**src/design/rsmrp_pkg.sv**
```systemverilog
package rsmrp_pkg;

   // Field widths
   localparam int SAMPLE_W  = 16;
   localparam int PEAK_W    = 15;
   localparam int POS_W     = 32;
   localparam int LEN_W     = 24;
   localparam int CMD_W     = 2;
   localparam int CSR_ADDR_W = 4;
   localparam int CSR_DATA_W = 32;

   localparam logic [PEAK_W-1:0] PEAK_MAX = '1;
   localparam logic [POS_W-1:0]  POS_MAX  = '1;

   // Register indexes (byte address is 4 * index)
   localparam logic [1:0] REG_MUTE   = 2'd0;
   localparam logic [1:0] REG_RAMP   = 2'd1;
   localparam logic [1:0] REG_STEREO = 2'd2;

   // Command codes on the input word
   localparam logic [CMD_W-1:0] CMD_SAMPLE  = 2'd0;
   localparam logic [CMD_W-1:0] CMD_PEAK    = 2'd1;
   localparam logic [CMD_W-1:0] CMD_RESTART = 2'd2;

   // Classified command, decided by the front part
   typedef enum logic [1:0] {
      KIND_SAMPLE,
      KIND_PEAK,
      KIND_RESTART,
      KIND_NOP
   } kind_type;

   typedef struct packed {
      kind_type                    kind;
      logic signed [SAMPLE_W-1:0]  sample;
   } item_type;

   typedef struct packed {
      logic [LEN_W-1:0] mute;
      logic [LEN_W-1:0] ramp;
   } cfg_type;

   typedef enum logic [1:0] {
      ST_IDLE,
      ST_DIV,
      ST_MUL,
      ST_FIN
   } state_type;

endpackage

```
**src/design/recording_start_mute_ramp_peak.sv**
```systemverilog
// A word passes the input queue and the registered output; a ramp sample that reuses
// the held gain also passes ST_MUL and ST_FIN, and one that recomputes it ST_DIV first.
// Throughput: one word per cycle outside the ramp unless the output stalls; inside
// it the serial divider (one quotient bit per cycle, every fourth ramp sample) and
// multiply stage set the rate. Reset is synchronous: queues empty, position, gain,
// peak and tracking cleared, registers back to mute 0, ramp 1, mono.
module recording_start_mute_ramp_peak
   import rsmrp_pkg::*;
#(
   parameter int GAIN_FRACTION_BITS = 14
)
(
   input  logic                        clock,
   input  logic                        reset,

   input  logic                        req_push,
   output logic                        req_full,
   input  logic [CMD_W-1:0]            req_command,
   input  logic signed [SAMPLE_W-1:0]  req_sample_in,

   output logic                        rsp_empty,
   input  logic                        rsp_pop,
   output logic signed [SAMPLE_W-1:0]  rsp_sample_out,
   output logic [PEAK_W-1:0]           rsp_peak_value,
   output logic                        rsp_in_ramp,

   input  logic                        csr_psel,
   input  logic                        csr_penable,
   input  logic                        csr_pwrite,
   input  logic [CSR_ADDR_W-1:0]       csr_paddr,
   input  logic [CSR_DATA_W-1:0]       csr_pwdata,
   output logic [CSR_DATA_W-1:0]       csr_prdata,
   output logic                        csr_pready
);

   logic [LEN_W-1:0] mute_ff, mute_in;
   logic [LEN_W-1:0] ramp_ff, ramp_in;
   logic             stereo_ff, stereo_in;
   logic             csr_write;
   logic [1:0]       csr_index;
   cfg_type          cfg;
   item_type         head;
   logic             head_valid;
   logic             take;

   assign csr_pready = 1'b1;
   assign csr_write  = csr_psel && csr_penable && csr_pwrite && csr_pready;
   assign csr_index  = csr_paddr[3:2];

   // Write registers; unknown addresses drop the write
   always_comb begin
      mute_in   = mute_ff;
      ramp_in   = ramp_ff;
      stereo_in = stereo_ff;
      if (csr_write) begin
         unique case (csr_index)
            REG_MUTE:   mute_in   = csr_pwdata[LEN_W-1:0];
            REG_RAMP:   ramp_in   = csr_pwdata[LEN_W-1:0];
            REG_STEREO: stereo_in = csr_pwdata[0];
            default:    mute_in   = mute_ff;
         endcase
      end
   end

   always_ff @(posedge clock) begin
      if (reset) begin
         mute_ff   <= '0;
         ramp_ff   <= LEN_W'(1);
         stereo_ff <= 1'b0;
      end else begin
         mute_ff   <= mute_in;
         ramp_ff   <= ramp_in;
         stereo_ff <= stereo_in;
      end
   end

   // Read back registers
   always_comb begin
      unique case (csr_index)
         REG_MUTE:   csr_prdata = {{(CSR_DATA_W-LEN_W){1'b0}}, mute_ff};
         REG_RAMP:   csr_prdata = {{(CSR_DATA_W-LEN_W){1'b0}}, ramp_ff};
         REG_STEREO: csr_prdata = {{(CSR_DATA_W-1){1'b0}}, stereo_ff};
         default:    csr_prdata = '0;
      endcase
   end

   assign cfg.mute = mute_ff;
   assign cfg.ramp = ramp_ff;

   rsmrp_front u_front (
      .clock      (clock),
      .reset      (reset),
      .push       (req_push),
      .command    (req_command),
      .sample_in  (req_sample_in),
      .full       (req_full),
      .head       (head),
      .head_valid (head_valid),
      .take       (take)
   );

   rsmrp_back #(
      .FRAC_BITS (GAIN_FRACTION_BITS)
   ) u_back (
      .clock      (clock),
      .reset      (reset),
      .cfg        (cfg),
      .head       (head),
      .head_valid (head_valid),
      .take       (take),
      .rsp_empty  (rsp_empty),
      .rsp_pop    (rsp_pop),
      .sample_out (rsp_sample_out),
      .peak_value (rsp_peak_value),
      .in_ramp    (rsp_in_ramp)
   );

endmodule

```
**src/design/rsmrp_front.sv**
```systemverilog
module rsmrp_front
   import rsmrp_pkg::*;
(
   input  logic                       clock,
   input  logic                       reset,
   input  logic                       push,
   input  logic [CMD_W-1:0]           command,
   input  logic signed [SAMPLE_W-1:0] sample_in,
   output logic                       full,
   output item_type                   head,
   output logic                       head_valid,
   input  logic                       take
);

   localparam int DEPTH = 2;

   item_type    slot_ff [DEPTH];
   logic        wr_ptr_ff, wr_ptr_in;
   logic        rd_ptr_ff, rd_ptr_in;
   logic [1:0]  count_ff, count_in;
   logic        accept;
   item_type    new_item;

   // Classify the incoming command
   always_comb begin
      new_item.sample = sample_in;
      unique case (command)
         CMD_SAMPLE:  new_item.kind = KIND_SAMPLE;
         CMD_PEAK:    new_item.kind = KIND_PEAK;
         CMD_RESTART: new_item.kind = KIND_RESTART;
         default:     new_item.kind = KIND_NOP;
      endcase
   end

   assign full       = (count_ff == 2'(DEPTH));
   assign accept     = push && !full;
   assign head_valid = (count_ff != 2'd0);
   assign head       = slot_ff[rd_ptr_ff];

   // Advance pointers and fill count
   always_comb begin
      wr_ptr_in = accept ? !wr_ptr_ff : wr_ptr_ff;
      rd_ptr_in = take ? !rd_ptr_ff : rd_ptr_ff;
      priority if (accept && !take) begin
         count_in = count_ff + 2'd1;
      end else if (take && !accept) begin
         count_in = count_ff - 2'd1;
      end else begin
         count_in = count_ff;
      end
   end

   always_ff @(posedge clock) begin
      if (reset) begin
         wr_ptr_ff <= 1'b0;
         rd_ptr_ff <= 1'b0;
         count_ff  <= 2'd0;
      end else begin
         wr_ptr_ff <= wr_ptr_in;
         rd_ptr_ff <= rd_ptr_in;
         count_ff  <= count_in;
      end
   end

   // Store the classified word
   always_ff @(posedge clock) begin
      if (accept) begin
         slot_ff[wr_ptr_ff] <= new_item;
      end
   end

endmodule

```
**src/design/rsmrp_div.sv**
```systemverilog
module rsmrp_div
   import rsmrp_pkg::*;
#(
   parameter int FRAC_BITS = 14
)
(
   input  logic                 clock,
   input  logic                 reset,
   input  logic                 start,
   input  logic [LEN_W-1:0]     dividend,
   input  logic [LEN_W-1:0]     divisor,
   output logic                 done,
   output logic [FRAC_BITS-1:0] quotient
);

   localparam int CNT_W = $clog2(FRAC_BITS + 1);

   logic [CNT_W-1:0]     count_ff, count_in;
   logic                 done_ff, done_in;
   logic [LEN_W-1:0]     rem_ff, rem_in;
   logic [LEN_W-1:0]     dvs_ff, dvs_in;
   logic [FRAC_BITS-1:0] quot_ff, quot_in;
   logic [LEN_W:0]       rem2;
   logic [LEN_W:0]       diff;
   logic                 fits;

   // One quotient bit per cycle; remainder stays below the divisor
   always_comb begin
      rem2 = {rem_ff, 1'b0};
      diff = rem2 - {1'b0, dvs_ff};
      fits = (rem2 >= {1'b0, dvs_ff});

      count_in = count_ff;
      done_in  = 1'b0;
      rem_in   = rem_ff;
      dvs_in   = dvs_ff;
      quot_in  = quot_ff;
      priority if (start) begin
         count_in = CNT_W'(FRAC_BITS);
         rem_in   = dividend;
         dvs_in   = divisor;
         quot_in  = '0;
      end else if (count_ff != '0) begin
         count_in = count_ff - CNT_W'(1);
         done_in  = (count_ff == CNT_W'(1));
         rem_in   = fits ? diff[LEN_W-1:0] : rem2[LEN_W-1:0];
         quot_in  = {quot_ff[FRAC_BITS-2:0], fits};
      end
   end

   always_ff @(posedge clock) begin
      if (reset) begin
         count_ff <= '0;
         done_ff  <= 1'b0;
      end else begin
         count_ff <= count_in;
         done_ff  <= done_in;
      end
   end

   always_ff @(posedge clock) begin
      rem_ff  <= rem_in;
      dvs_ff  <= dvs_in;
      quot_ff <= quot_in;
   end

   assign done     = done_ff;
   assign quotient = quot_ff;

endmodule

```
**src/design/rsmrp_back.sv**
```systemverilog
module rsmrp_back
   import rsmrp_pkg::*;
#(
   parameter int FRAC_BITS = 14
)
(
   input  logic                        clock,
   input  logic                        reset,
   input  cfg_type                     cfg,
   input  item_type                    head,
   input  logic                        head_valid,
   output logic                        take,
   output logic                        rsp_empty,
   input  logic                        rsp_pop,
   output logic signed [SAMPLE_W-1:0]  sample_out,
   output logic [PEAK_W-1:0]           peak_value,
   output logic                        in_ramp
);

   localparam int PROD_W = SAMPLE_W + FRAC_BITS + 1;

   state_type                   state_ff, state_in;
   logic [POS_W-1:0]            pos_ff, pos_in;
   logic [FRAC_BITS-1:0]        gain_ff, gain_in;
   logic [PEAK_W-1:0]           peak_ff, peak_in;
   logic                        track_ff, track_in;
   logic signed [PROD_W-1:0]    prod_ff;
   logic                        out_valid_ff, out_valid_in;
   logic signed [SAMPLE_W-1:0]  out_sample_ff;
   logic [PEAK_W-1:0]           out_peak_ff;
   logic                        out_ramp_ff;

   logic [POS_W-1:0]            mute_ext;
   logic [POS_W-1:0]            ramp_ext;
   logic [POS_W-1:0]            offset;
   logic                        muted;
   logic                        ramp_zone;
   logic signed [PROD_W-1:0]    prod_shift;
   logic                        out_free;
   logic                        finish;
   logic signed [SAMPLE_W-1:0]  fin_sample;
   logic [PEAK_W-1:0]           fin_peak;
   logic                        fin_ramp;
   logic [PEAK_W-1:0]           fin_abs;
   logic                        div_start;
   logic                        div_done;
   logic [FRAC_BITS-1:0]        div_quot;

   rsmrp_div #(
      .FRAC_BITS (FRAC_BITS)
   ) u_div (
      .clock    (clock),
      .reset    (reset),
      .start    (div_start),
      .dividend (offset[LEN_W-1:0]),
      .divisor  (cfg.ramp),
      .done     (div_done),
      .quotient (div_quot)
   );

   // Locate the current sample within mute and ramp
   always_comb begin
      mute_ext   = {{(POS_W-LEN_W){1'b0}}, cfg.mute};
      ramp_ext   = {{(POS_W-LEN_W){1'b0}}, cfg.ramp};
      muted      = (pos_ff < mute_ext);
      offset     = pos_ff - mute_ext;
      ramp_zone  = !muted && (offset < ramp_ext);
      prod_shift = prod_ff >>> FRAC_BITS;
      out_free   = !out_valid_ff || rsp_pop;
   end

   // Sequence one word: classify; for ramp samples divide (every fourth) and multiply; deliver
   always_comb begin
      state_in   = state_ff;
      finish     = 1'b0;
      fin_sample = '0;
      fin_peak   = '0;
      fin_ramp   = 1'b0;
      div_start  = 1'b0;
      unique case (state_ff)
         ST_IDLE: begin
            if (head_valid) begin
               unique case (head.kind)
                  KIND_SAMPLE: begin
                     if (ramp_zone) begin
                        if (offset[1:0] == 2'd0) begin
                           div_start = 1'b1;
                           state_in  = ST_DIV;
                        end else begin
                           state_in  = ST_MUL;
                        end
                     end else if (out_free) begin
                        finish     = 1'b1;
                        fin_sample = muted ? '0 : head.sample;
                        fin_ramp   = muted;
                     end
                  end
                  KIND_PEAK: begin
                     finish   = out_free;
                     fin_peak = peak_ff;
                  end
                  KIND_RESTART, KIND_NOP: begin
                     finish = out_free;
                  end
                  default: begin
                     finish = out_free;
                  end
               endcase
            end
         end
         ST_DIV: begin
            if (div_done) begin
               state_in = ST_MUL;
            end
         end
         ST_MUL: begin
            state_in = ST_FIN;
         end
         ST_FIN: begin
            if (out_free) begin
               finish     = 1'b1;
               fin_sample = prod_shift[SAMPLE_W-1:0];
               fin_ramp   = 1'b1;
               state_in   = ST_IDLE;
            end
         end
         default: begin
            state_in = ST_IDLE;
         end
      endcase
   end

   assign take = finish;

   // Saturating magnitude for the peak meter
   always_comb begin
      priority if (!fin_sample[SAMPLE_W-1]) begin
         fin_abs = fin_sample[PEAK_W-1:0];
      end else if (fin_sample[PEAK_W-1:0] == '0) begin
         fin_abs = PEAK_MAX;
      end else begin
         fin_abs = PEAK_W'(-fin_sample);
      end
   end

   // Update position, gain, peak and tracking
   always_comb begin
      pos_in       = pos_ff;
      gain_in      = gain_ff;
      peak_in      = peak_ff;
      track_in     = track_ff;
      out_valid_in = out_valid_ff;
      if (state_ff == ST_DIV && div_done) begin
         gain_in = div_quot;
      end
      if (finish) begin
         out_valid_in = 1'b1;
         unique case (head.kind)
            KIND_SAMPLE: begin
               if (pos_ff != POS_MAX) begin
                  pos_in = pos_ff + POS_W'(1);
               end
               if (track_ff && (fin_abs > peak_ff)) begin
                  peak_in = fin_abs;
               end
            end
            KIND_PEAK: begin
               track_in = 1'b1;
               peak_in  = '0;
            end
            KIND_RESTART: begin
               pos_in   = '0;
               gain_in  = '0;
               peak_in  = '0;
               track_in = 1'b0;
            end
            default: begin
               pos_in = pos_ff;
            end
         endcase
      end else if (rsp_pop) begin
         out_valid_in = 1'b0;
      end
   end

   always_ff @(posedge clock) begin
      if (reset) begin
         state_ff     <= ST_IDLE;
         pos_ff       <= '0;
         gain_ff      <= '0;
         peak_ff      <= '0;
         track_ff     <= 1'b0;
         out_valid_ff <= 1'b0;
      end else begin
         state_ff     <= state_in;
         pos_ff       <= pos_in;
         gain_ff      <= gain_in;
         peak_ff      <= peak_in;
         track_ff     <= track_in;
         out_valid_ff <= out_valid_in;
      end
   end

   // Hold the product and the delivered word
   always_ff @(posedge clock) begin
      if (state_ff == ST_MUL) begin
         prod_ff <= head.sample * $signed({1'b0, gain_ff});
      end
      if (finish) begin
         out_sample_ff <= fin_sample;
         out_peak_ff   <= fin_peak;
         out_ramp_ff   <= fin_ramp;
      end
   end

   assign rsp_empty  = !out_valid_ff;
   assign sample_out = out_sample_ff;
   assign peak_value = out_peak_ff;
   assign in_ramp    = out_ramp_ff;

endmodule
```
**config.mk**
```make
export PLATFORM = sky130hd
export DESIGN_NAME = recording_start_mute_ramp_peak
export DESIGN_NICKNAME = d
export VERILOG_FILES = /design/src/design/rsmrp_pkg.sv /design/src/design/recording_start_mute_ramp_peak.sv /design/src/design/rsmrp_front.sv /design/src/design/rsmrp_div.sv /design/src/design/rsmrp_back.sv
export SDC_FILE = /design/constraint.sdc
export NUM_CORES = 1
export LEC_CHECK = 0
export BUFFER_PORTS_ARGS = -buffer_cell sky130_fd_sc_hd__buf_2
export CORE_MARGIN = 3
export CORE_UTILIZATION = 39
export CTS_BUF_LIST = sky130_fd_sc_hd__clkbuf_8
export DETAILED_ROUTE_END_ITERATION = 10
export PLACE_DENSITY = 0.52
export SYNTH_ARGS = -nofsm -noshare
export SYNTH_HDL_FRONTEND = slang
export SYNTH_SLANG_ARGS = --single-unit
```
**constraint.sdc**
```tcl
create_clock -name clock -period 11 [get_ports clock]
set_input_delay 1.1 -clock clock [delete_from_list [all_inputs] [get_ports clock]]
set_output_delay 1.1 -clock clock [all_outputs]
set_load 0.03 [all_outputs]
```
==> metrics.txt, run 1 <==
# TYPE chip_impl_metric gauge
chip_impl_metric{name="worst_setup_hold_path_clk_slew",unit="ns"} 0.06
chip_impl_metric{name="finalCoreUtilization",unit="%"} 43.2
chip_impl_metric{name="drt_first_pass_iters",unit=""} 5
chip_impl_info{name="cp-start-kind",value="register"} 1
chip_impl_metric{name="post_synth_fa_ha_maj_area_fraction",unit="%"} 27.3
chip_impl_metric{name="dp_hpwl",unit="mm"} 47.3
chip_impl_metric{name="netlist-cell-type-count",unit=""} 87
chip_impl_metric{name="syn-instance-count",unit=""} 2559
chip_impl_metric{name="final_routed_wirelength",unit="mm"} 62.3
chip_impl_metric{name="postCtsSetupRepairBufs",unit=""} 0
chip_impl_metric{name="grt.total_usage",unit="%"} 19.9
chip_impl_metric{name="drv.max_cap_violation_count",unit=""} 0
chip_impl_metric{name="post_synth_and_or_nand_nor_area_fraction",unit="%"} 17.2
chip_impl_metric{name="cts-hold-fix-buffers",unit=""} 0
chip_impl_info{name="crit_type",value="reg2reg"} 1
chip_impl_metric{name="multiplexer_share_of_the_synthesized_area",unit="%"} 3.82
chip_impl_info{name="critical_path.reg2reg.endpoint",value="u_back.peak_ff[9]"} 1
chip_impl_metric{name="drive_above_1_share",unit="%"} 9.68
chip_impl_metric{name="cellPowerDensity",unit="nW/um^2"} 135
chip_impl_metric{name="slew_at_the_pin_with_the_worst_max_slew_slack",unit="ns"} 1.24
chip_impl_metric{name="synth-async-reset-ratio",unit="%"} 0
chip_impl_metric{name="cts_buffers",unit=""} 50
chip_impl_metric{name="synthesis.area",unit="um^2"} 23400
chip_impl_metric{name="synth_compound_area_share",unit="%"} 11.8
chip_impl_info{name="grt_busiest_layer",value="met2"} 1
chip_impl_metric{name="final_min_period_over_clock_period",unit="%"} 83.9
chip_impl_info{name="cell_with_the_largest_stage_delay_on_the_worst_path",value="sky130_fd_sc_hd__nor3_4"} 1
chip_impl_metric{name="antenna_found_initial",unit=""} 3
chip_impl_metric{name="whs_path_depth",unit=""} 2
chip_impl_metric{name="antenna_violating_nets_post_route",unit=""} 0
chip_impl_metric{name="fin_worst_hold_slack",unit="ns"} 0.459
chip_impl_metric{name="setup_tns",unit="ns"} 0
chip_impl_metric{name="ios",unit=""} 128
chip_impl_metric{name="numPortBuffers",unit=""} 108
chip_impl_metric{name="max-slew-margin-rel",unit="%"} 16.8
chip_impl_metric{name="ff2ff_path_depth",unit=""} 39
chip_impl_metric{name="r2r_slack",unit="ns"} 1.78
chip_impl_info{name="timing.rr.start",value="mute_ff[1]"} 1
chip_impl_metric{name="syn_to_final_growth",unit="%"} 9.37
chip_impl_metric{name="finish.cell_count_without_fillers",unit=""} 3428
chip_impl_metric{name="dpl.cell_count",unit=""} 3333
chip_impl_metric{name="ys_seq_elements",unit=""} 270
chip_impl_metric{name="post_cts_resize_count",unit=""} 0
chip_impl_metric{name="finalSetupViolCount",unit=""} 0
chip_impl_metric{name="pin_count_of_the_biggest_net_entering_global_routing",unit=""} 72
chip_impl_metric{name="clock_tree.htree_level_count",unit=""} 2
chip_impl_metric{name="sequential_fraction_of_the_synthesis_area",unit="%"} 28.8
chip_impl_metric{name="core-area",unit="um^2"} 59100
chip_impl_metric{name="worstPathMaxFanout",unit=""} 17
chip_impl_metric{name="worstSkewPairLatency",unit="ns"} 0.66
chip_impl_metric{name="worst_ir_drop_vdd",unit="mV"} 0.104
chip_impl_metric{name="fin_skew",unit="ns"} 0.0447
chip_impl_metric{name="detail_route.vias_per_cell",unit=""} 5.27
chip_impl_metric{name="globalplace.congestion",unit=""} 0.915
chip_impl_metric{name="final_critical_path_setup_slack",unit="ns"} 1.78
chip_impl_info{name="grt_setup_unrepaired",value="false"} 1
chip_impl_info{name="yosys_most_used_dff",value="sky130_fd_sc_hd__dfxtp_1"} 1
chip_impl_info{name="timing.hold.worst.start",value="stereo_ff"} 1
chip_impl_metric{name="row_count",unit=""} 89
chip_impl_info{name="tritoncts",value="done"} 1
chip_impl_metric{name="timing.critical_path.slowest_cell_delay",unit="ns"} 0.53
chip_impl_metric{name="detailed_place.area",unit="um^2"} 24500
chip_impl_info{name="cts.root.buffer_cell",value="sky130_fd_sc_hd__clkbuf_8"} 1
chip_impl_metric{name="detail_route.iter0.violations",unit=""} 924
chip_impl_metric{name="grt.met2_usage",unit="%"} 33.3
chip_impl_metric{name="grt.overflow.total",unit=""} 0
chip_impl_metric{name="design.final.nets",unit=""} 3054
chip_impl_metric{name="synth-warning-count",unit=""} 0
chip_impl_info{name="worst_hold_path_type",value="reg2reg"} 1
chip_impl_metric{name="synth_edf_count",unit=""} 132
chip_impl_metric{name="critPathArrivalTime",unit="ns"} 9.77
chip_impl_metric{name="tritoncts_num_sinks",unit=""} 270
chip_impl_metric{name="cts.path.max_buffers",unit=""} 3
chip_impl_metric{name="die-height",unit="um"} 251
chip_impl_info{name="highest_count_cells_in_the_layout_ignoring_fill_and_taps",value="sky130_fd_sc_hd__inv_1, sky130_fd_sc_hd__nand2_1, sky130_fd_sc_hd__fa_1"} 1
chip_impl_info{name="main_combinational_cell_family_by_area_after_synthesis",value="adder cells"} 1
chip_impl_metric{name="fmax",unit="MHz"} 108
chip_impl_metric{name="met1_usage",unit="%"} 27.1
chip_impl_metric{name="final_area",unit="um^2"} 25600
chip_impl_info{name="status",value="finished clean"} 1
chip_impl_metric{name="drv_slew",unit=""} 0
chip_impl_metric{name="use_met3",unit="%"} 2.74
chip_impl_metric{name="die_w",unit="um"} 251
chip_impl_metric{name="cellLeakagePower",unit="nW"} 11.5
chip_impl_metric{name="grt_pass1_wl",unit="mm"} 99.8
chip_impl_metric{name="detailedPlace.worstSlack",unit="ns"} 1.93
chip_impl_metric{name="post_synth_xor_area_fraction",unit="%"} 3.22
chip_impl_metric{name="report.final.hold_viol_count",unit=""} 0
chip_impl_metric{name="detailed_route_wire_length_per_cell",unit="um"} 18.2
chip_impl_info{name="hold-path-endpoint",value="stereo_ff"} 1
chip_impl_metric{name="syn_avg_cell_area",unit="um^2"} 9.13
chip_impl_info{name="end_kind",value="register"} 1
chip_impl_metric{name="report.power.total",unit="mW"} 3.46
chip_impl_metric{name="floorplan.die_area",unit="um^2"} 62900
chip_impl_info{name="layout_commonest_cell",value="sky130_fd_sc_hd__inv_1"} 1
chip_impl_metric{name="detail_route.drc_violations",unit=""} 0
chip_impl_metric{name="critPathRequiredTime",unit="ns"} 11.54
chip_impl_metric{name="timing.final.crit_period",unit="ns"} 9.22
chip_impl_metric{name="via_count",unit=""} 18100
chip_impl_metric{name="first_global_vias",unit=""} 18400
chip_impl_metric{name="initial_utilization",unit="%"} 39.5
## worst max-delay path by stage
stage                          start                  to
after floorplan             register  u_back.prod_ff[28]
after global placement    mute_ff[1]  u_back.peak_ff[13]
after CTS                 mute_ff[1]   u_back.peak_ff[9]
after global routing      mute_ff[1]  u_back.peak_ff[10]
after detailed placement  mute_ff[1]   u_back.peak_ff[9]
final                     mute_ff[1]   u_back.peak_ff[9]
## power by group
part | leakage (nW) | switching (mW) | internal, mW
Clock | 0.599 | 0.470 | 0.602
Combinational | 8.51 | 0.803 | 0.329
Sequential | 2.36 | 0.0503 | 1.20
Total | 11.5 | 1.32 | 2.14
## area by class of cell
type	count	area [um^2]
Fill cell	5895	33600
Multi-Input combinational cell	1827	14900
Sequential cell	270	6730
Inverter	343	1290
Tap cell	773	967
Clock buffer	54	743
Timing Repair Buffer	120	631
Clock inverter	40	355
Antenna cell	1	2.50
## routing by layer
layer | wire, um | vias to the layer above
li1 | - | 8642
met1 | 28400 | 8920
met2 | 29400 | 407
met3 | 2920 | 97
met4 | 1550 | 0
met5 | 0 | -
## sequential cells by signal, summed over array words and instances (netlist names), named ones only
name,count
u_front.slot_ff,36
u_back.pos_ff,32
mute_ff,24
ramp_ff,24
u_back.u_div.dvs_ff,24
u_back.u_div.rem_ff,24
u_back.prod_ff,16
u_back.sample_out,16
u_back.peak_ff,15
u_back.peak_value,15
u_back.gain_ff,14
u_back.u_div.quotient,14
u_back.u_div.count_ff,4
u_back.state_ff,2
u_front.count_ff,2
stereo_ff,1
u_back.in_ramp,1
u_back.out_valid_ff,1
u_back.track_ff,1
u_back.u_div.done,1
u_front.rd_ptr_ff,1
u_front.wr_ptr_ff,1
## synthesized netlist by cell type (all sizes together) (37+ instances only)
library cell	instances	area (um^2)
a21oi	141	739
and2	127	797
buf	37	220
clkbuf	89	335
dfxtp	138	2760
edfxtp	132	3960
fa	215	4300
ha	166	2080
inv	343	1290
mux2i	70	701
nand2	332	1250
nor2	161	604
nor3	50	267
o21ai	93	477
xnor2	54	473
## worst max-delay path: cells and delay by family (launching register included)
family	cells	cell delay, ns
DFF	1	0.35
xor gates and xnor gates	1	0.27
buffers and inverters	2	0.21
and+or+nand+nor	13	2.52
muxes	1	0.35
adders and majority gates	4	1.12
AOI/OAI and AO/OA	18	4.29
## kinds of logic (layout without fill, tap and decap cells)
logic type	after synthesis	in the layout
adders and majority gates	381	381
DFF	270	270
muxes	87	87
xor gates and xnor gates	86	86
buffers and inverters	469	557
and+or+nand+nor	844	844
other	2	10
AOI/OAI and AO/OA	420	420
Note: power is estimated with default switching activity, not from simulation.
==> run 2: changes to the inputs <==
PLACE_DENSITY = 0.54   (was 0.52)
clock period = 7.6 ns   (was 11 ns; I/O delays follow)
==> run 2 against run 1 <==
  * Sequential power increased by 46%
  * Non-clock buffer count increased by 135
  * Highest routed layer unchanged
  * Die area stayed put
  * Fmax rose by 25%
==> metrics.txt, run 2 (synthesized netlist as in run 1, its figures left out) <==
# TYPE chip_impl_metric gauge
chip_impl_metric{name="critPathRequiredTime",unit="ns"} 8.12
chip_impl_metric{name="worst_ir_drop_vdd",unit="mV"} 0.162
chip_impl_metric{name="dp_hpwl",unit="mm"} 50.5
chip_impl_metric{name="die_w",unit="um"} 251
chip_impl_info{name="status",value="finished clean"} 1
chip_impl_metric{name="grt.overflow.total",unit=""} 0
chip_impl_metric{name="cellPowerDensity",unit="nW/um^2"} 193
chip_impl_info{name="layout_commonest_cell",value="sky130_fd_sc_hd__inv_1"} 1
chip_impl_metric{name="drt_first_pass_iters",unit=""} 5
chip_impl_metric{name="comb_power_share",unit="%"} 36.8
chip_impl_metric{name="timing.final.crit_period",unit="ns"} 7.38
chip_impl_metric{name="max-slew-margin-rel",unit="%"} 21.0
chip_impl_info{name="layout_top_registers",value="u_front.slot_ff (36), u_back.pos_ff (32)"} 1
chip_impl_metric{name="final_min_period_over_clock_period",unit="%"} 97.1
chip_impl_metric{name="pin_count_of_the_biggest_net_entering_global_routing",unit=""} 72
chip_impl_metric{name="antenna_found_initial",unit=""} 1
chip_impl_metric{name="design.final.nets",unit=""} 3190
chip_impl_metric{name="detail_route.drc_violations",unit=""} 0
chip_impl_metric{name="numPortBuffers",unit=""} 108
chip_impl_metric{name="via_count",unit=""} 18600
chip_impl_metric{name="drive_above_1_share",unit="%"} 16.7
chip_impl_metric{name="fin_worst_hold_slack",unit="ns"} 0.313
chip_impl_metric{name="finalSetupViolCount",unit=""} 0
chip_impl_metric{name="net_switching_fraction_of_the_power",unit="%"} 38.0
chip_impl_info{name="cts.root.buffer_cell",value="sky130_fd_sc_hd__clkbuf_8"} 1
chip_impl_metric{name="cts_buffers",unit=""} 51
chip_impl_metric{name="switching_power",unit="mW"} 1.99
chip_impl_metric{name="cts.path.max_buffers",unit=""} 3
chip_impl_metric{name="antenna_violating_nets_post_route",unit=""} 0
chip_impl_metric{name="critPathArrivalTime",unit="ns"} 7.90
chip_impl_metric{name="p_seq_share",unit="%"} 34.6
chip_impl_metric{name="syn_to_final_growth",unit="%"} 16.0
chip_impl_metric{name="ff2ff_path_depth",unit=""} 36
chip_impl_metric{name="floorplan.die_area",unit="um^2"} 62900
chip_impl_metric{name="slew_at_the_pin_with_the_worst_max_slew_slack",unit="ns"} 1.18
chip_impl_info{name="cp-start-kind",value="register"} 1
chip_impl_metric{name="r2r_slack",unit="ns"} 0.22
chip_impl_metric{name="globalplace.congestion",unit=""} 0.901
chip_impl_metric{name="detailed_route_wire_length_per_cell",unit="um"} 18.2
chip_impl_info{name="hold-path-endpoint",value="u_front.slot_ff[0][14]"} 1
chip_impl_metric{name="p_int",unit="mW"} 3.25
chip_impl_metric{name="worstSkewPairLatency",unit="ns"} 0.64
chip_impl_metric{name="fin_skew",unit="ns"} 0.0307
chip_impl_metric{name="largest_register_ffs",unit=""} 36
chip_impl_metric{name="detail_route.iter0.violations",unit=""} 948
chip_impl_metric{name="setup_tns",unit="ns"} 0
chip_impl_metric{name="grt.total_usage",unit="%"} 20.6
chip_impl_metric{name="timing.critical_path.slowest_cell_delay",unit="ns"} 0.37
chip_impl_info{name="grt_setup_unrepaired",value="true"} 1
chip_impl_info{name="timing.rr.start",value="mute_ff[3]"} 1
chip_impl_metric{name="cellLeakagePower",unit="nW"} 12.3
chip_impl_metric{name="drv.max_cap_violation_count",unit=""} 0
chip_impl_metric{name="detail_route.vias_per_cell",unit=""} 5.21
chip_impl_metric{name="clock_tree.htree_level_count",unit=""} 2
chip_impl_metric{name="cts-hold-fix-buffers",unit=""} 0
chip_impl_metric{name="first_global_vias",unit=""} 19200
chip_impl_info{name="crit_type",value="reg2reg"} 1
chip_impl_metric{name="final_routed_wirelength",unit="mm"} 64.7
chip_impl_metric{name="worst_setup_hold_path_clk_slew",unit="ns"} 0.06
chip_impl_metric{name="worstPathMaxFanout",unit=""} 5
chip_impl_metric{name="grt_pass1_wl",unit="mm"} 103
chip_impl_metric{name="die-height",unit="um"} 251
chip_impl_info{name="end_kind",value="register"} 1
chip_impl_metric{name="ios",unit=""} 128
chip_impl_metric{name="initial_utilization",unit="%"} 39.5
chip_impl_info{name="timing.hold.worst.start",value="req_sample_in[14]"} 1
chip_impl_metric{name="fmax",unit="MHz"} 136
chip_impl_metric{name="tritoncts_num_sinks",unit=""} 270
chip_impl_metric{name="power.share.clock",unit="%"} 28.5
chip_impl_metric{name="core-area",unit="um^2"} 59100
chip_impl_info{name="critical_path.reg2reg.endpoint",value="u_back.peak_ff[9]"} 1
chip_impl_metric{name="drv_slew",unit=""} 0
chip_impl_metric{name="whs_path_depth",unit=""} 1
chip_impl_info{name="cell_with_the_largest_stage_delay_on_the_worst_path",value="sky130_fd_sc_hd__nor3_4"} 1
chip_impl_info{name="tritoncts",value="done"} 1
chip_impl_metric{name="report.final.hold_viol_count",unit=""} 0
chip_impl_metric{name="row_count",unit=""} 89
chip_impl_info{name="worst_hold_path_type",value="in2reg"} 1
chip_impl_info{name="largest_register",value="u_front.slot_ff"} 1
chip_impl_info{name="highest_count_cells_in_the_layout_ignoring_fill_and_taps",value="sky130_fd_sc_hd__inv_1, sky130_fd_sc_hd__nand2_1, sky130_fd_sc_hd__fa_1"} 1
-- run 2: repair_timing --
action	CTS	global route
gates cloned	0	1
resized for setup	21	82
pin swaps	16	60
setup buffers	2	7
endpoints found under the setup margin	15	18
-- run 2: worst max-delay path by stage --
| stage | end | from |
|---|---|---|
| final | u_back.peak_ff[9] | mute_ff[3] |
| after global routing | u_back.peak_ff[9] | mute_ff[3] |
| after CTS | u_back.peak_ff[9] | mute_ff[1] |
| after detailed placement | u_back.peak_ff[12] | mute_ff[1] |
| after global placement | u_back.peak_ff[8] | mute_ff[1] |
| after floorplan | u_back.prod_ff[28] | register |
-- run 2: layout make-up --
class	count	area [um^2]
fillers	5738	32000
multi-input cells	1827	15300
flip-flops and latches	270	6730
repair buffers	255	1730
inverters	343	1290
well taps	773	967
clock buffers	60	826
clock inverters	35	251
diodes	1	2.50
-- run 2: layer usage --
metal  track usage, %  vias to the layer above  wire length [um]
met2             33.7                      400             30400
met1             27.7                     9190             29100
li1                 -                     8890                 -
met4             7.08                        0              1880
met5                0                        -                 0
met3             3.42                       99              3360
-- run 2: through the flow --
stage	utilization, %	power [mW]	std cells	area (um^2)	worst slack, ns
6_report	45.9	5.24	3564	27100	0.224
5_1_grt	45.9	5.53	3564	27100	-0.139
4_1_cts	45.1	5.24	3557	26600	0.0138
3_5_place_dp	43.1	3.68	3460	25500	-0.516
3_3_place_gp	43.1	3.65	3460	25500	-0.340
2_1_floorplan	-	2.95	2566	23400	0.133
-- run 2: worst max-delay path: cells and delay by family, from the launching register on --
kind            cells  cell delay [ns]
mux                 1             0.10
flops               1             0.33
simple gates        7             1.40
compound gates     16             3.31
buf+inv             7             0.83
fa+ha+maj           4             1.17
xor+xnor            1             0.13
-- run 2: power by group through the flow --
stage / registers, mW / logic (mW) / clock network, mW
after global routing: 1.83 / 2.09 / 1.61
after floorplan: 1.98 / 0.977 / 0
final: 1.82 / 1.93 / 1.50
after CTS: 1.82 / 1.87 / 1.55
after detailed placement: 1.85 / 1.83 / 0
after global placement: 1.84 / 1.81 / 0
==> run 3: changes to the inputs <==
REMOVE_ABC_BUFFERS = 1   (was not set)
==> run 3 against run 2 <==
  * Fmax decreased by 0.16%
  * Flip-flop and latch count did not move
  * First-iteration DRC count increased by 20%
  * Non-clock buffer count is 2 lower
  * Clock-buffer cell count down 2
  * Wire length up 0.47%
  * Power up 1.8%
==> metrics.txt, run 3 (synthesized netlist as in run 1, its figures left out) <==
# TYPE chip_impl_metric gauge
chip_impl_info{name="cell_with_the_largest_stage_delay_on_the_worst_path",value="sky130_fd_sc_hd__a211o_1"} 1
chip_impl_metric{name="antenna_found_initial",unit=""} 2
chip_impl_metric{name="clock_tree.htree_level_count",unit=""} 2
chip_impl_metric{name="drt_first_pass_iters",unit=""} 5
chip_impl_info{name="hold-path-endpoint",value="u_front.slot_ff[1][17]"} 1
chip_impl_metric{name="detail_route.drc_violations",unit=""} 0
chip_impl_metric{name="critPathRequiredTime",unit="ns"} 8.14
chip_impl_metric{name="p_seq_share",unit="%"} 34.0
chip_impl_metric{name="core-area",unit="um^2"} 59100
chip_impl_metric{name="whs_path_depth",unit=""} 1
chip_impl_metric{name="critPathArrivalTime",unit="ns"} 7.93
chip_impl_metric{name="p_int",unit="mW"} 3.34
chip_impl_metric{name="max-slew-margin-rel",unit="%"} 24.4
chip_impl_metric{name="slew_at_the_pin_with_the_worst_max_slew_slack",unit="ns"} 1.13
chip_impl_metric{name="finalSetupViolCount",unit=""} 0
chip_impl_info{name="end_kind",value="register"} 1
chip_impl_info{name="timing.hold.worst.start",value="req_command[1]"} 1
chip_impl_metric{name="worstSkewPairLatency",unit="ns"} 0.66
chip_impl_info{name="timing.rr.start",value="mute_ff[2]"} 1
chip_impl_metric{name="timing.final.crit_period",unit="ns"} 7.39
chip_impl_metric{name="detailedPlace.worstSlack",unit="ns"} -0.408
chip_impl_metric{name="design.final.nets",unit=""} 3186
chip_impl_metric{name="detail_route.vias_per_cell",unit=""} 5.25
chip_impl_metric{name="worst_setup_hold_path_clk_slew",unit="ns"} 0.06
chip_impl_metric{name="row_count",unit=""} 89
chip_impl_metric{name="first_global_vias",unit=""} 19300
chip_impl_metric{name="report.power.total",unit="mW"} 5.34
chip_impl_metric{name="dp_hpwl",unit="mm"} 50.9
chip_impl_metric{name="initial_utilization",unit="%"} 39.5
chip_impl_metric{name="antenna_violating_nets_post_route",unit=""} 0
chip_impl_metric{name="worstPathMaxFanout",unit=""} 5
chip_impl_metric{name="worst_ir_drop_vdd",unit="mV"} 0.135
chip_impl_metric{name="dpl.cell_count",unit=""} 3454
chip_impl_info{name="worst_hold_path_type",value="in2reg"} 1
chip_impl_metric{name="cts_buffers",unit=""} 49
chip_impl_info{name="highest_layer",value="met4"} 1
chip_impl_metric{name="power.share.clock",unit="%"} 29.4
chip_impl_info{name="layout_commonest_cell",value="sky130_fd_sc_hd__inv_1"} 1
chip_impl_metric{name="cts.path.max_buffers",unit=""} 3
chip_impl_info{name="cts.root.buffer_cell",value="sky130_fd_sc_hd__clkbuf_8"} 1
chip_impl_info{name="most_frequent_cp_cell",value="sky130_fd_sc_hd__nand4_1"} 1
chip_impl_metric{name="drive_above_1_share",unit="%"} 16.2
chip_impl_metric{name="fmax",unit="MHz"} 135
chip_impl_metric{name="fin_skew",unit="ns"} 0.0733
chip_impl_metric{name="numPortBuffers",unit=""} 108
chip_impl_metric{name="switching_power",unit="mW"} 1.99
chip_impl_metric{name="report.final.hold_viol_count",unit=""} 0
chip_impl_metric{name="ff2ff_path_depth",unit=""} 36
chip_impl_metric{name="timing.critical_path.buf_inv",unit=""} 4
chip_impl_metric{name="setup_tns",unit="ns"} 0
chip_impl_metric{name="final_routed_wirelength",unit="mm"} 65.0
chip_impl_info{name="highest_count_cells_in_the_layout_ignoring_fill_and_taps",value="sky130_fd_sc_hd__inv_1, sky130_fd_sc_hd__nand2_1, sky130_fd_sc_hd__fa_1"} 1
chip_impl_metric{name="route.met3.wl",unit="mm"} 2.87
chip_impl_metric{name="finish.cell_count_without_fillers",unit=""} 3557
chip_impl_metric{name="wl_met2",unit="mm"} 30.4
chip_impl_metric{name="grt.overflow.total",unit=""} 0
chip_impl_metric{name="net_switching_fraction_of_the_power",unit="%"} 37.4
chip_impl_metric{name="cellPowerDensity",unit="nW/um^2"} 197
chip_impl_metric{name="floorplan.die_area",unit="um^2"} 62900
chip_impl_info{name="critical_path.reg2reg.endpoint",value="u_back.peak_ff[13]"} 1
chip_impl_metric{name="grt_pass1_wl",unit="mm"} 103
chip_impl_metric{name="drv.max_cap_violation_count",unit=""} 0
chip_impl_metric{name="grt.total_usage",unit="%"} 20.6
chip_impl_metric{name="fin_worst_hold_slack",unit="ns"} 0.332
chip_impl_metric{name="syn_to_final_growth",unit="%"} 15.9
chip_impl_metric{name="timing.critical_path.slowest_cell_delay",unit="ns"} 0.38
chip_impl_metric{name="via_count",unit=""} 18700
chip_impl_info{name="cp-start-kind",value="register"} 1
chip_impl_metric{name="globalplace.congestion",unit=""} 0.920
chip_impl_info{name="largest_register",value="u_front.slot_ff"} 1
chip_impl_metric{name="comb_power_share",unit="%"} 36.6
chip_impl_metric{name="r2r_slack",unit="ns"} 0.21
chip_impl_metric{name="layout.area.seq",unit="um^2"} 6730
chip_impl_metric{name="ios",unit=""} 128
chip_impl_metric{name="detail_route.iter0.violations",unit=""} 1139
chip_impl_metric{name="largest_register_ffs",unit=""} 36
chip_impl_metric{name="die_w",unit="um"} 251
chip_impl_info{name="critical-path-top-delay-family",value="compound AO/OA/AOI/OAI gates"} 1
chip_impl_metric{name="wirelength_met1",unit="mm"} 30.0
chip_impl_metric{name="final_critical_path_setup_slack",unit="ns"} 0.212
chip_impl_info{name="status",value="finished clean"} 1
chip_impl_metric{name="final_min_period_over_clock_period",unit="%"} 97.2
chip_impl_metric{name="layout.filler_cells",unit=""} 5791
chip_impl_metric{name="pin_count_of_the_biggest_net_entering_global_routing",unit=""} 58
chip_impl_metric{name="tritoncts_num_sinks",unit=""} 270
chip_impl_info{name="crit_type",value="reg2reg"} 1
chip_impl_info{name="grt_setup_unrepaired",value="true"} 1
chip_impl_metric{name="die-height",unit="um"} 251
chip_impl_metric{name="multiInputGateArea",unit="um^2"} 15300
chip_impl_metric{name="detailed_route_wire_length_per_cell",unit="um"} 18.3
chip_impl_metric{name="drv_slew",unit=""} 0
chip_impl_metric{name="critical_path_cell_count",unit=""} 36
chip_impl_metric{name="cellLeakagePower",unit="nW"} 12.3
chip_impl_info{name="tritoncts",value="done"} 1
chip_impl_info{name="layout_top_registers",value="u_front.slot_ff (36), u_back.pos_ff (32)"} 1
## run 3: worst max path at each step
stage	slack [ns]	endpoint	startpoint
6_report	0.21	u_back.peak_ff[13]	mute_ff[2]
5_1_grt	-0.20	u_back.peak_ff[2]	mute_ff[1]
4_1_cts	0.0002	u_back.peak_ff[7]	mute_ff[1]
3_5_place_dp	-0.41	u_back.peak_ff[7]	mute_ff[1]
3_3_place_gp	-0.20	u_back.peak_ff[4]	mute_ff[1]
2_1_floorplan	0.48	u_back.prod_ff[28]	register
## run 3: area by class of cell
| cell class | instances | area share (%) |
|---|---|---|
| well taps | 773 | 3.57 |
| diodes | 2 | 0.0185 |
| multi-input cells | 1827 | 56.4 |
| flip-flops and latches | 270 | 24.9 |
| inverters | 343 | 4.76 |
| clock buffers | 58 | 2.95 |
| repair buffers | 253 | 6.22 |
| clock inverters | 31 | 1.19 |
## run 3: what timing repair did
item,CTS,global route
pin swaps,2,59
buffers inserted,1,12
endpoints found under the setup margin,15,18
cloned,0,1
resized for setup,10,81
hold buffers,0,0
## run 3: worst register-to-register path, delay by kind of cell, from the launching register on
kind                     cells  cell delay (ns)
AO/OA/AOI/OAI               19             3.93
XOR/XNOR                     1             0.19
flip-flops                   1             0.32
buffers and inverters        4             0.46
AND/OR/NAND/NOR              8             1.34
adder cells (fa/ha/maj)      4             1.08
## run 3: stage by stage
stage | area, um^2 | utilization (%)
after floorplan | 22800 | -
after global placement | 25400 | 43.0
after detailed placement | 25400 | 43.0
after CTS | 26600 | 44.9
after global routing | 27100 | 45.8
final | 27100 | 45.8
## run 3: power by group through the flow
stage               logic [mW]  clock network, mW  registers, mW
floorplan                0.901                  0           2.00
global placement          1.78                  0           1.84
detailed placement        1.81                  0           1.85
CTS                       1.84               1.63           1.82
global route              2.11               1.69           1.83
finish                    1.95               1.57           1.82
## run 3: per-layer routing
metal  up-vias  track usage (%)
li1       8885                -
met4         0             6.33
met5         -                0
met3       110             2.82
met2       387             34.1
met1      9298             28.1
